`src/rtl/core/tpu_pkg.sv`:
```
package tpu_pkg;

    // Default number of channel slots
    localparam int NUM_CHANNELS_DEF = 64;

    // Parser phases
    localparam logic [2:0] PH_CHAN = 3'd0;
    localparam logic [2:0] PH_MASK = 3'd1;
    localparam logic [2:0] PH_NOTE = 3'd2;
    localparam logic [2:0] PH_INS  = 3'd3;
    localparam logic [2:0] PH_VOL  = 3'd4;
    localparam logic [2:0] PH_CMD  = 3'd5;
    localparam logic [2:0] PH_DATA = 3'd6;

    // Mask bit pairs: new value or remembered value
    localparam logic [7:0] MASK_NOTE = 8'h11;
    localparam logic [7:0] MASK_INS  = 8'h22;
    localparam logic [7:0] MASK_VOL  = 8'h44;
    localparam logic [7:0] MASK_CMD  = 8'h88;

    // Highest note that is stored incremented
    localparam logic [7:0] NOTE_MAX = 8'd120;

    // One channel's remembered entry
    typedef struct packed {
        logic [7:0] mask;
        logic [7:0] note;
        logic [7:0] ins;
        logic [7:0] volpan;
        logic [7:0] cmd;
        logic [7:0] cmd_val;
    } tpu_rec_t;

    localparam int REC_W = $bits(tpu_rec_t);

    // First data phase for mask bits at or above 'from'; PH_CHAN if none
    function automatic logic [2:0] next_phase(input logic [1:0] from, input logic [7:0] m);
        logic [2:0] ph;
        ph = PH_CHAN;
        for (int k = 3; k >= 0; k--) begin
            if ((k >= int'(from)) && m[k])
            begin
                ph = PH_NOTE + 3'(k);
            end
        end
        return ph;
    endfunction

endpackage

```
`src/rtl/core/tpu_ram.sv`:
```
module tpu_ram #(
    parameter int WIDTH = tpu_pkg::REC_W,
    parameter int DEPTH = tpu_pkg::NUM_CHANNELS_DEF
) (
    input  logic                     clk,
    input  logic                     wr_en,
    input  logic [$clog2(DEPTH)-1:0] wr_addr,
    input  logic [WIDTH-1:0]         wr_data,
    input  logic                     rd_en,
    input  logic [$clog2(DEPTH)-1:0] rd_addr,
    output logic [WIDTH-1:0]         rd_data
);

    logic [WIDTH-1:0] mem [DEPTH];

    // One write port, one registered read port (read returns old data)
    always_ff @(posedge clk)
    begin
        if (wr_en)
        begin
            mem[wr_addr] <= wr_data;
        end
        if (rd_en)
        begin
            rd_data <= mem[rd_addr];
        end
    end

endmodule

```
`src/rtl/core/tracker_pattern_unpacker_unit.sv`:
```
// An event leaves through the input register and then the result register
// once its completing byte is taken.
// Throughput: one byte per cycle; the single read port of the channel RAM,
// read with the incoming byte, paces the stream. Output stalls hold the input.
// Reset (rst_n, async): parser, valid bits and channel high mark clear at once;
// the channel RAM is masked by per-row valid bits, so no clearing pass.
module tracker_pattern_unpacker_unit #(
    parameter int NUM_CHANNELS = tpu_pkg::NUM_CHANNELS_DEF
) (
    input  logic       clk,
    input  logic       rst_n,
    input  logic [7:0] data_byte,
    input  logic       pattern_start,
    input  logic       byte_valid,
    output logic       byte_ready,
    output logic       event_valid,
    input  logic       event_ready,
    output logic       row_end,
    output logic [6:0] channel,
    output logic [7:0] note,
    output logic [7:0] instrument,
    output logic [7:0] volume_pan,
    output logic [7:0] effect_command,
    output logic [7:0] effect_value,
    output logic [6:0] channels_used
);

    import tpu_pkg::*;

    localparam int         IDX_W   = $clog2(NUM_CHANNELS);
    localparam logic [6:0] CH_LAST = 7'(NUM_CHANNELS - 1);

    // Channel byte to slot index, saturated at the last slot
    function automatic logic [IDX_W-1:0] chan_idx(input logic [7:0] b);
        logic [5:0] raw;
        raw = b[5:0] - 6'd1;
        if ({1'b0, raw} > CH_LAST)
        begin
            return CH_LAST[IDX_W-1:0];
        end
        return raw[IDX_W-1:0];
    endfunction

    // Input register
    logic             in_valid_reg;
    logic [7:0]       byte_reg;
    logic             pstart_reg;

    // Parser state and working copy of the current channel's entry
    logic [2:0]        phase_reg,  phase_next;
    logic [IDX_W-1:0]  cur_ch_reg, cur_ch_next;
    tpu_rec_t          rec_reg,    rec_next;
    logic [6:0]        max_reg,    max_next;
    logic [NUM_CHANNELS-1:0] row_valid_reg;

    // Result register
    logic       event_valid_reg;
    logic       row_end_reg;
    logic [6:0] channel_reg;
    logic [7:0] note_reg;
    logic [7:0] ins_reg;
    logic [7:0] vol_reg;
    logic [7:0] cmd_reg;
    logic [7:0] val_reg;
    logic [6:0] used_reg;

    logic             accept;
    logic             fire;
    logic [REC_W-1:0] ram_rd;
    tpu_rec_t         ram_rec;
    logic             do_write;
    logic             do_emit;
    logic             do_row_end;
    logic             do_start;
    logic [2:0]       eff_phase;
    logic [IDX_W-1:0] eff_ch;
    tpu_rec_t         eff_rec;
    logic [IDX_W-1:0] new_ch;

    // Handshake: stage advances whenever the result slot is free or drains
    assign accept     = byte_valid & byte_ready;
    assign fire       = in_valid_reg & (~event_valid_reg | event_ready);
    assign byte_ready = ~in_valid_reg | fire;

    always_ff @(posedge clk or negedge rst_n)
    begin
        if (!rst_n)
        begin
            in_valid_reg <= 1'b0;
        end
        else if (byte_ready)
        begin
            in_valid_reg <= byte_valid;
        end
    end

    always_ff @(posedge clk)
    begin
        if (accept)
        begin
            byte_reg   <= data_byte;
            pstart_reg <= pattern_start;
        end
    end

    // Channel RAM: read speculatively at the slot the incoming byte would select
    tpu_ram #(
        .WIDTH (REC_W),
        .DEPTH (NUM_CHANNELS)
    ) u_tpu_ram (
        .clk     (clk),
        .wr_en   (do_write & fire),
        .wr_addr (cur_ch_next),
        .wr_data (rec_next),
        .rd_en   (accept),
        .rd_addr (chan_idx(data_byte)),
        .rd_data (ram_rd)
    );

    assign ram_rec = tpu_rec_t'(ram_rd);
    assign new_ch  = chan_idx(byte_reg);

    // Parse one byte
    always_comb
    begin
        eff_phase   = pstart_reg ? PH_CHAN : phase_reg;
        eff_ch      = pstart_reg ? '0 : cur_ch_reg;
        eff_rec     = pstart_reg ? '0 : rec_reg;
        phase_next  = PH_CHAN;
        cur_ch_next = eff_ch;
        rec_next    = eff_rec;
        max_next    = max_reg;
        do_write    = 1'b0;
        do_emit     = 1'b0;
        do_row_end  = 1'b0;
        do_start    = 1'b0;

        case (eff_phase)
            PH_MASK:
            begin
                rec_next.mask = byte_reg;
                do_write      = 1'b1;
                do_start      = 1'b1;
            end
            PH_NOTE:
            begin
                rec_next.note = (byte_reg <= NOTE_MAX) ? byte_reg + 8'd1 : byte_reg;
                do_write      = 1'b1;
                phase_next    = next_phase(2'd1, eff_rec.mask);
                do_emit       = (phase_next == PH_CHAN);
            end
            PH_INS:
            begin
                rec_next.ins = byte_reg;
                do_write     = 1'b1;
                phase_next   = next_phase(2'd2, eff_rec.mask);
                do_emit      = (phase_next == PH_CHAN);
            end
            PH_VOL:
            begin
                rec_next.volpan = byte_reg + 8'd1;
                do_write        = 1'b1;
                phase_next      = next_phase(2'd3, eff_rec.mask);
                do_emit         = (phase_next == PH_CHAN);
            end
            PH_CMD:
            begin
                rec_next.cmd = byte_reg;
                do_write     = 1'b1;
                phase_next   = PH_DATA;
            end
            PH_DATA:
            begin
                rec_next.cmd_val = byte_reg;
                do_write         = 1'b1;
                do_emit          = 1'b1;
            end
            default:
            begin
                if (byte_reg == 8'd0)
                begin
                    do_row_end = 1'b1;
                end
                else
                begin
                    cur_ch_next = new_ch;
                    // Working copy is newest for the current slot; RAM may lag it
                    if (new_ch == eff_ch)
                    begin
                        rec_next = eff_rec;
                    end
                    else if (row_valid_reg[new_ch] && !pstart_reg)
                    begin
                        rec_next = ram_rec;
                    end
                    else
                    begin
                        rec_next = '0;
                    end
                    if (byte_reg[7])
                    begin
                        phase_next = PH_MASK;
                    end
                    else
                    begin
                        do_start = 1'b1;
                    end
                end
            end
        endcase

        // Entry start: empty mask is skipped, otherwise raise the high mark and pick the first data phase
        if (do_start && (rec_next.mask != 8'd0))
        begin
            if (max_reg <= 7'(cur_ch_next))
            begin
                max_next = 7'(cur_ch_next) + 7'd1;
            end
            phase_next = next_phase(2'd0, rec_next.mask);
            do_emit    = (phase_next == PH_CHAN);
        end
    end

    // Parser state update
    always_ff @(posedge clk or negedge rst_n)
    begin
        if (!rst_n)
        begin
            phase_reg     <= PH_CHAN;
            cur_ch_reg    <= '0;
            rec_reg       <= '0;
            max_reg       <= '0;
            row_valid_reg <= '0;
        end
        else if (fire)
        begin
            phase_reg  <= phase_next;
            cur_ch_reg <= cur_ch_next;
            rec_reg    <= rec_next;
            max_reg    <= max_next;
            if (pstart_reg)
            begin
                row_valid_reg <= '0;
            end
            else if (do_write)
            begin
                row_valid_reg[cur_ch_next] <= 1'b1;
            end
        end
    end

    // Result valid
    always_ff @(posedge clk or negedge rst_n)
    begin
        if (!rst_n)
        begin
            event_valid_reg <= 1'b0;
        end
        else if (fire)
        begin
            event_valid_reg <= do_emit | do_row_end;
        end
        else if (event_ready)
        begin
            event_valid_reg <= 1'b0;
        end
    end

    // Result payload; fields not announced by the mask read as zero
    always_ff @(posedge clk)
    begin
        if (fire && (do_emit || do_row_end))
        begin
            row_end_reg <= do_row_end;
            channel_reg <= do_emit ? 7'(cur_ch_next) + 7'd1 : 7'd0;
            note_reg    <= (do_emit && ((rec_next.mask & MASK_NOTE) != 8'd0))
                           ? rec_next.note : 8'd0;
            ins_reg     <= (do_emit && ((rec_next.mask & MASK_INS) != 8'd0))
                           ? rec_next.ins : 8'd0;
            vol_reg     <= (do_emit && ((rec_next.mask & MASK_VOL) != 8'd0))
                           ? rec_next.volpan : 8'd0;
            cmd_reg     <= (do_emit && ((rec_next.mask & MASK_CMD) != 8'd0))
                           ? rec_next.cmd : 8'd0;
            val_reg     <= (do_emit && ((rec_next.mask & MASK_CMD) != 8'd0))
                           ? rec_next.cmd_val : 8'd0;
            used_reg    <= do_emit ? max_next : 7'd0;
        end
    end

    assign event_valid    = event_valid_reg;
    assign row_end        = row_end_reg;
    assign channel        = channel_reg;
    assign note           = note_reg;
    assign instrument     = ins_reg;
    assign volume_pan     = vol_reg;
    assign effect_command = cmd_reg;
    assign effect_value   = val_reg;
    assign channels_used  = used_reg;

endmodule

```
`config.mk`:
```
export PLATFORM = sky130hd
export DESIGN_NAME = tracker_pattern_unpacker_unit
export DESIGN_NICKNAME = d
export VERILOG_FILES = /design/src/rtl/core/tpu_pkg.sv /design/src/rtl/core/tpu_ram.sv /design/src/rtl/core/tracker_pattern_unpacker_unit.sv
export SDC_FILE = /design/constraint.sdc
export NUM_CORES = 2
export LEC_CHECK = 0
export BUFFER_PORTS_ARGS = -buffer_cell sky130_fd_sc_hd__buf_2
export CAP_MARGIN = 40
export CORE_AREA = 3 3 457 573
export CTS_CLUSTER_SIZE = 28
export DETAILED_ROUTE_END_ITERATION = 16
export DIE_AREA = 0 0 460 576
export PLACE_DENSITY = 0.65
export SLEW_MARGIN = 40
export SYNTH_ARGS = -nofsm -noshare
export SYNTH_HDL_FRONTEND = slang
export SYNTH_SLANG_ARGS = --single-unit
export TNS_END_PERCENT = 20
```
`constraint.sdc`:
```
create_clock -name clk -period 7.85 [get_ports clk]
set_input_delay 1.1775 -clock clk [delete_from_list [all_inputs] [get_ports clk]]
set_output_delay 1.1775 -clock clk [all_outputs]
set_load 0.01 [all_outputs]
```
* Word level (Yosys, flattened, before mapping) *
Memory sizes are Yosys's and may differ from the RTL's. A register that Yosys moved wholly into a read port is not among the register bits.
Cells that the tools add are included.

operators by class
  $add $sub $neg = 4
  order comparisons = 5
  equality and inequality tests = 7
  mux-type cells = 50
  bitwise gates (word level) = 9
  reductions and logical operators = 31

operator list
  operator                                                                          count
  48-bit 2-to-1 mux                                                                 4
  64-bit 2-to-1 mux                                                                 2
  8-bit case mux with 2 select lines                                                6
  64-bit OR                                                                         1
  8-bit nonzero test                                                                5
  3-bit 2-to-1 mux                                                                  13
  5-bit OR reduction                                                                6
  6-bit 2-to-1 mux                                                                  3
  3-bit case mux with 5 select lines                                                1
  6-bit by 7-bit less-than comparator with 1-bit output, second input constant      2
  1-bit 2-to-1 mux                                                                  14
  7-bit 2-to-1 mux                                                                  2
  3-bit logical NOT                                                                 4
  6-bit by 1-bit subtractor with 6-bit output, second input constant                2
  3-bit == test, second input constant                                              3
  8-bit by 1-bit adder with 8-bit output, second input constant                     1
  8-bit by 7-bit less-or-equal comparator with 1-bit output, second input constant  1
  1-bit logical AND                                                                 8
  8-bit logical NOT                                                                 1
  8-bit 2-to-1 mux                                                                  1
  6-bit by 1-bit adder with 7-bit output, second input constant                     1
  7-bit by 6-bit less-or-equal comparator with 1-bit output                         1
  1-bit binary-select mux with 6-bit select                                         1
  1-bit demux with 6-bit select                                                     1
  other kinds (15)                                                                  22

storage, ports and cells
  register bits after elaboration = 194
  bits in writable memories = 3072
  output and inout bits = 57
  logic and storage cells = 129
  memories kept = 1

memory list
  memory         words  width  rd ports  clocked after memory_dff  write ports  line           source
  u_tpu_ram.mem  64     48     1         1                         1            tpu_ram.sv:14  logic [WIDTH-1:0] mem [DEPTH];

* Longest topological paths before layout *
  depth in word-level cells = 17
  gate-level depth with buffers = 25
  gate-level depth less buffers = 19

* Modules after synthesis *
Synthesis repeated with hierarchy kept, for this count alone.

second synthesis, totals
  cells, all modules = 6088
  area total of the unflattened synthesis = 128233.0 um^2

modules (own cells, without submodules)
  module                         times used  cells an instance  area each (um^2)
  tpu_ram                        1           4970               117620.3
  tracker_pattern_unpacker_unit  1           1118               10612.7

* Least setup slack after synthesis *
OpenSTA, ideal clock, no wires.

  path kind = flip-flop to flip-flop
  start point = register byte_reg[0]
  end point = memory u_tpu_ram.mem[0][18] (netlist bit), data pin
  setup time = 0.718 ns
  arrival time = 5.943 ns
  required time = 7.132 ns
  slack = 1.189 ns
  stages on the path, launching flop included = 18
  path buffers = 7
  cell sequence = edfxtp_1 > buf_6 > buf_6 > buf_4 > inv_1 > ha_1 > buf_2 > buf_2 > nor4b_1 > a32oi_1 > a221oi_1 > nand4_2 > and2_1 > buf_2 > nor2_1 > clkbuf_1 > a22oi_1 > o21ai_0

RTL lines
  what                    line                                  source
  from (decl)             tracker_pattern_unpacker_unit.sv:46   logic [7:0] byte_reg;
  from (signal assigned)  tracker_pattern_unpacker_unit.sv:101  byte_reg <= data_byte;
  to (decl)               tpu_ram.sv:14

* Worst setup path after layout *
  start point = register pstart_reg
  end point = register max_reg[4]

between the ends
  cells in the longest elaborated chain, start to end = 9
  elaborated cells on any way between the ends = 27
  those cells by class = add/sub: 1; order compare: 1; eq/ne: 7; mux: 12; reduce/logical: 6

RTL lines
  what                                                                                            line                                  source
  from (decl)                                                                                     tracker_pattern_unpacker_unit.sv:47   logic pstart_reg;
  from (signal assigned)                                                                          tracker_pattern_unpacker_unit.sv:102  pstart_reg <= pattern_start;
  parallel branches: the longest is 8 deep, another holds 6-bit by 1-bit adder with 7-bit output  --
  7-bit 2-to-1 mux (*)                                                                            tracker_pattern_unpacker_unit.sv:213  if (do_start && (rec_next.mask != 8'd0))
  to (signal assigned)                                                                            tracker_pattern_unpacker_unit.sv:240  max_reg <= max_next;
  to (decl)                                                                                       tracker_pattern_unpacker_unit.sv:53   logic [6:0] max_reg, max_next;

Every way passes the cells marked *.
A chain may end at the register's enable or synchronous reset.

==> metrics.log <==
[metrics] synthesized-area fraction occupied by adder cells: 0.0976%
[metrics] portion of synthesized cell area occupied by the leading cell type: 74.6%
[metrics] sequential share of the synthesized area: 77.1%
[metrics] Post-DP HPWL: 193 mm
[metrics] final hold vios: 0
[metrics] largest cells by area after synthesis: sky130_fd_sc_hd__edfxtp_1 (75%), sky130_fd_sc_hd__mux4_2 (18%), sky130_fd_sc_hd__dfrtp_1 (2.5%)
[metrics] pin count of the biggest net entering global routing: 127
[metrics] average cell area after synthesis: 23.3 µm²
[metrics] Max-cap violations: 0
[metrics] number of CTS-inserted buffers: 314
[metrics] CP max FO: 53
[metrics] cell area after synthesis: 0.128 mm²
[metrics] number of flip-flops under the largest register name: 3072
[metrics] Area growth, synth to finish: 13.3%
[metrics] overflow left after global routing: 0
[metrics] xor and xnor fraction of the mapped netlist area: 0.202%
[metrics] total of cells resized after clock tree synthesis: 0
[metrics] asr flop ratio synth: 3.92%
[metrics] vias post-DR: 62100
[metrics] Setup Crit Path Kind: reg2reg
[metrics] leak pwr: 46.4 nW
[metrics] cts-stage hold buffer count: 0
[metrics] Critical R2R Launch: pstart_reg$_DFFE_PP_
[metrics] antenna-violating nets left: 0
[metrics] Arrival @ worst endpoint: 6.35 ns
[metrics] nets@finish: 5858
[metrics] main combinational cell family by area after synthesis: multiplexers
[metrics] Filler cells: 18400
[metrics] total power: 42.1 mW
[metrics] ratio of final minimum period to clock period: 71.5%
[metrics] most area-hungry cell type in the Yosys netlist: sky130_fd_sc_hd__edfxtp_1
[metrics] final wirelength: 350 mm
[metrics] relative slew slack: 38.5%
[metrics] fraction of power spent switching nets: 25.1%
[metrics] overall die width: 460 µm
[metrics] Mapped Nets: 5528
[metrics] postcts setup bufs: 0
[metrics] area of the die: 0.265 mm²
[metrics] FF-to-FF path depth: 16
[metrics] FP Rows: 208
[metrics] basic-gate share of the synthesized area counting and, or, nand and nor cells: 1.29%
[metrics] clock transition at the registers of the reported paths: 0.07 ns
[metrics] drt via density: 6.58
[metrics] CTS H-Tree Depth: 5
[metrics] DR DRC count: 0
[metrics] final cell area excluding filler cells: 0.145 mm²
[metrics] VDD IR-drop max: 191 µV
[metrics] Primary FF master, synth: sky130_fd_sc_hd__edfxtp_1
[metrics] worst min-delay path category: in2async
[metrics] first-pass GRT wire length: 490 mm
[metrics] area post-placement: 0.135 mm²
[metrics] EDFF count, synth: 3184
[metrics] endpoint of the worst-slack reg-to-reg timing path: max_reg[4]$_DFFE_PN0P_
[metrics] number of global-route vias before repair: 62100
[metrics] sequential cell area: 0.0989 mm²
[metrics] post-route worst hold slack: 0.282 ns
[metrics] cell internal power dissipation: 31.5 mW
[metrics] number of detailed-routing iterations run before antenna repair: 7
[metrics] net switching power: 10.6 mW
[metrics] portion of total power attributed to sequential cells: 51.5%
[metrics] Fmax: 0.178 GHz
[metrics] starting density of the core: 49.9%
[metrics] buffer type at the clock tree root: sky130_fd_sc_hd__clkbuf_16
[metrics] nature of the critical path startpoint: register
[metrics] insertion delay to the later sink of the worst-skew pair: 0.89 ns
[metrics] result of the run: finished clean
[metrics] clock tree from TritonCTS: built
[metrics] largest buffer count on any clock path: 4
[metrics] number of clock sinks seen by CTS: 3314
[metrics] number of placed instances, taps included: 8875
[metrics] setup_tns: 0 ns
[metrics] Place WS: 2.33 ns
[metrics] leading cell types by count after synthesis: sky130_fd_sc_hd__edfxtp_1 (3184), sky130_fd_sc_hd__mux4_2 (1018), sky130_fd_sc_hd__clkbuf_1 (230)
[metrics] end-of-flow core utilization: 56.6%
[metrics] final RePlAce weighted congestion: 0.935
[metrics] capturing element of the worst setup path: max_reg[4]$_DFFE_PN0P_
[metrics] Crit path required time: 8.59 ns
[metrics] layout cells sized above 1: 31.2%
[metrics] Comb power frac: 12.9%
[metrics] final-report setup violation count: 0
[metrics] power density over the cells: 290 mW/mm²
[metrics] Worst Setup Slack, final: 2.24 ns
[metrics] I/O Pins: 70
[metrics] CP endpoint kind: register
[metrics] Max Slew Vio Count: 0
[metrics] R2R setup slack: 2.24 ns
[metrics] unrepaired setup endpoints after global routing: false
[metrics] area used by multi-input combinational logic: 0.0286 mm²
[metrics] chip height: 576 µm
[metrics] count of port buffers added during placement: 69
[metrics] number of synthesized register bits: 3314
[metrics] most instantiated library cell after synthesis: sky130_fd_sc_hd__edfxtp_1
[metrics] longest individual stage delay on the worst path: 0.66 ns
[metrics] crit path cell chain: buf_4, nor2_4, buf_4, nor2_1, a2bb2oi_1, clkinv_1, ha_1, o21a_1, o21a_1, o21ai_0, nand2b_1, a21o_1, a211oi_1, o41a_1, and2_4, mux2_4
[metrics] filler-free cell count of the finished design: 9439
[metrics] synthesized-area fraction occupied by ao, oa, aoi and oai cells: 1.97%
[metrics] CP max stage cell: sky130_fd_sc_hd__o41a_1
[metrics] pin slew with the least headroom to its limit: 0.921 ns
[metrics] part of the power in the clock network: 35.6%
[metrics] launch point of the worst path: pstart_reg$_DFFE_PP_
[metrics] clock skew: 0.0778 ns
[metrics] total routing resource utilization after global routing: 26.6%
[metrics] standard cell core area: 0.257 mm²
[metrics] proportion of synthesized area in mux cells: 18.1%
[metrics] number of DRC markers after the initial detailed-route iteration: 9061
[metrics] antenna violations before repair: 18
[metrics] final critical path time including I/O delays and setup: 5.61 ns
[metrics] number of instances in the synthesized netlist: 5505
[metrics] wire length per cell after detailed routing: 37.0 µm
[metrics] Cell variety after synth: 71
[metrics] yosys synthesis warning count: 0
## logic make-up (layout without fill, tap and decap cells)
kind of cell    after synthesis  in the layout
compound gates              352            352
xor+xnor                     28             28
fa+ha+maj                    10             10
buf+inv                     381            949
flops                      3314           3314
mux                        1037           1037
other cells                   0              6
simple gates                383            383
## area by class of cell
type	instances	share of cell area, %
inverter	83	0.216
multi-input combinational	1810	19.7
tap	3360	2.89
clock inverter	174	1.17
sequential	3314	68.1
timing repair buffer	312	2.19
clock buffer	380	5.72
antenna	6	0.0103
## cells in the final DEF (no fill, tap or decap), types with 11 or more instances in the layout
cell type                   instances
sky130_fd_sc_hd__clkbuf_1          53
sky130_fd_sc_hd__clkinv_1          65
sky130_fd_sc_hd__clkinv_2          60
sky130_fd_sc_hd__o21ai_0           90
sky130_fd_sc_hd__buf_16            14
sky130_fd_sc_hd__o21a_1            69
sky130_fd_sc_hd__inv_1             78
sky130_fd_sc_hd__xnor2_1           17
sky130_fd_sc_hd__clkbuf_16        321
sky130_fd_sc_hd__buf_12            51
sky130_fd_sc_hd__nor2_4            66
sky130_fd_sc_hd__nor2b_1           15
sky130_fd_sc_hd__a22o_1            11
sky130_fd_sc_hd__a21oi_1           17
sky130_fd_sc_hd__nand3_1           14
sky130_fd_sc_hd__mux4_2          1018
sky130_fd_sc_hd__edfxtp_1        3184
sky130_fd_sc_hd__buf_2             67
sky130_fd_sc_hd__nor2_1            89
sky130_fd_sc_hd__a22oi_1           58
sky130_fd_sc_hd__buf_4            163
sky130_fd_sc_hd__nor3_1            12
sky130_fd_sc_hd__o22a_1            26
sky130_fd_sc_hd__nand2_1          129
sky130_fd_sc_hd__bufinv_16         30
sky130_fd_sc_hd__dfrtp_1          130
## metal layers
layer,part of all wire [%],global-route usage [%],vias up
met3,9.1,4.55,648
met1,37,36.7,33900
li1,-,-,24200
met4,4.2,10.0,2
met2,49,43.0,3424
met5,0.0037,0,-
## worst max-delay path: cells and delay by family, from the launching register on
kind	cells	cell delay, ns
DFF	1	0.51
buffers and inverters	3	1.33
and+or+nand+nor	4	0.91
adders and majority gates	1	0.40
AOI/OAI and AO/OA	7	2.00
muxes	1	0.31
## how the worst min path moves through the flow
stage                                                to
after floorplan               cur_ch_reg[2]$_DFFE_PN0P_
after global placement    row_valid_reg[41]$_DFFE_PN0P_
after detailed placement      cur_ch_reg[4]$_DFFE_PN0P_
after CTS                       rec_reg[36]$_DFFE_PN0P_
after global routing            rec_reg[36]$_DFFE_PN0P_
final                           rec_reg[36]$_DFFE_PN0P_
## power by group through the flow
stage | Clock, mW | Sequential [mW] | Combinational, mW
floorplan | 0 | 22.0 | 3.16
global placement | 0 | 22.0 | 5.19
detailed placement | 0 | 22.0 | 5.38
CTS | 15.2 | 21.7 | 5.39
global route | 15.9 | 21.7 | 5.78
finish | 15.0 | 21.7 | 5.42
Power figures use the tool's default switching activity.
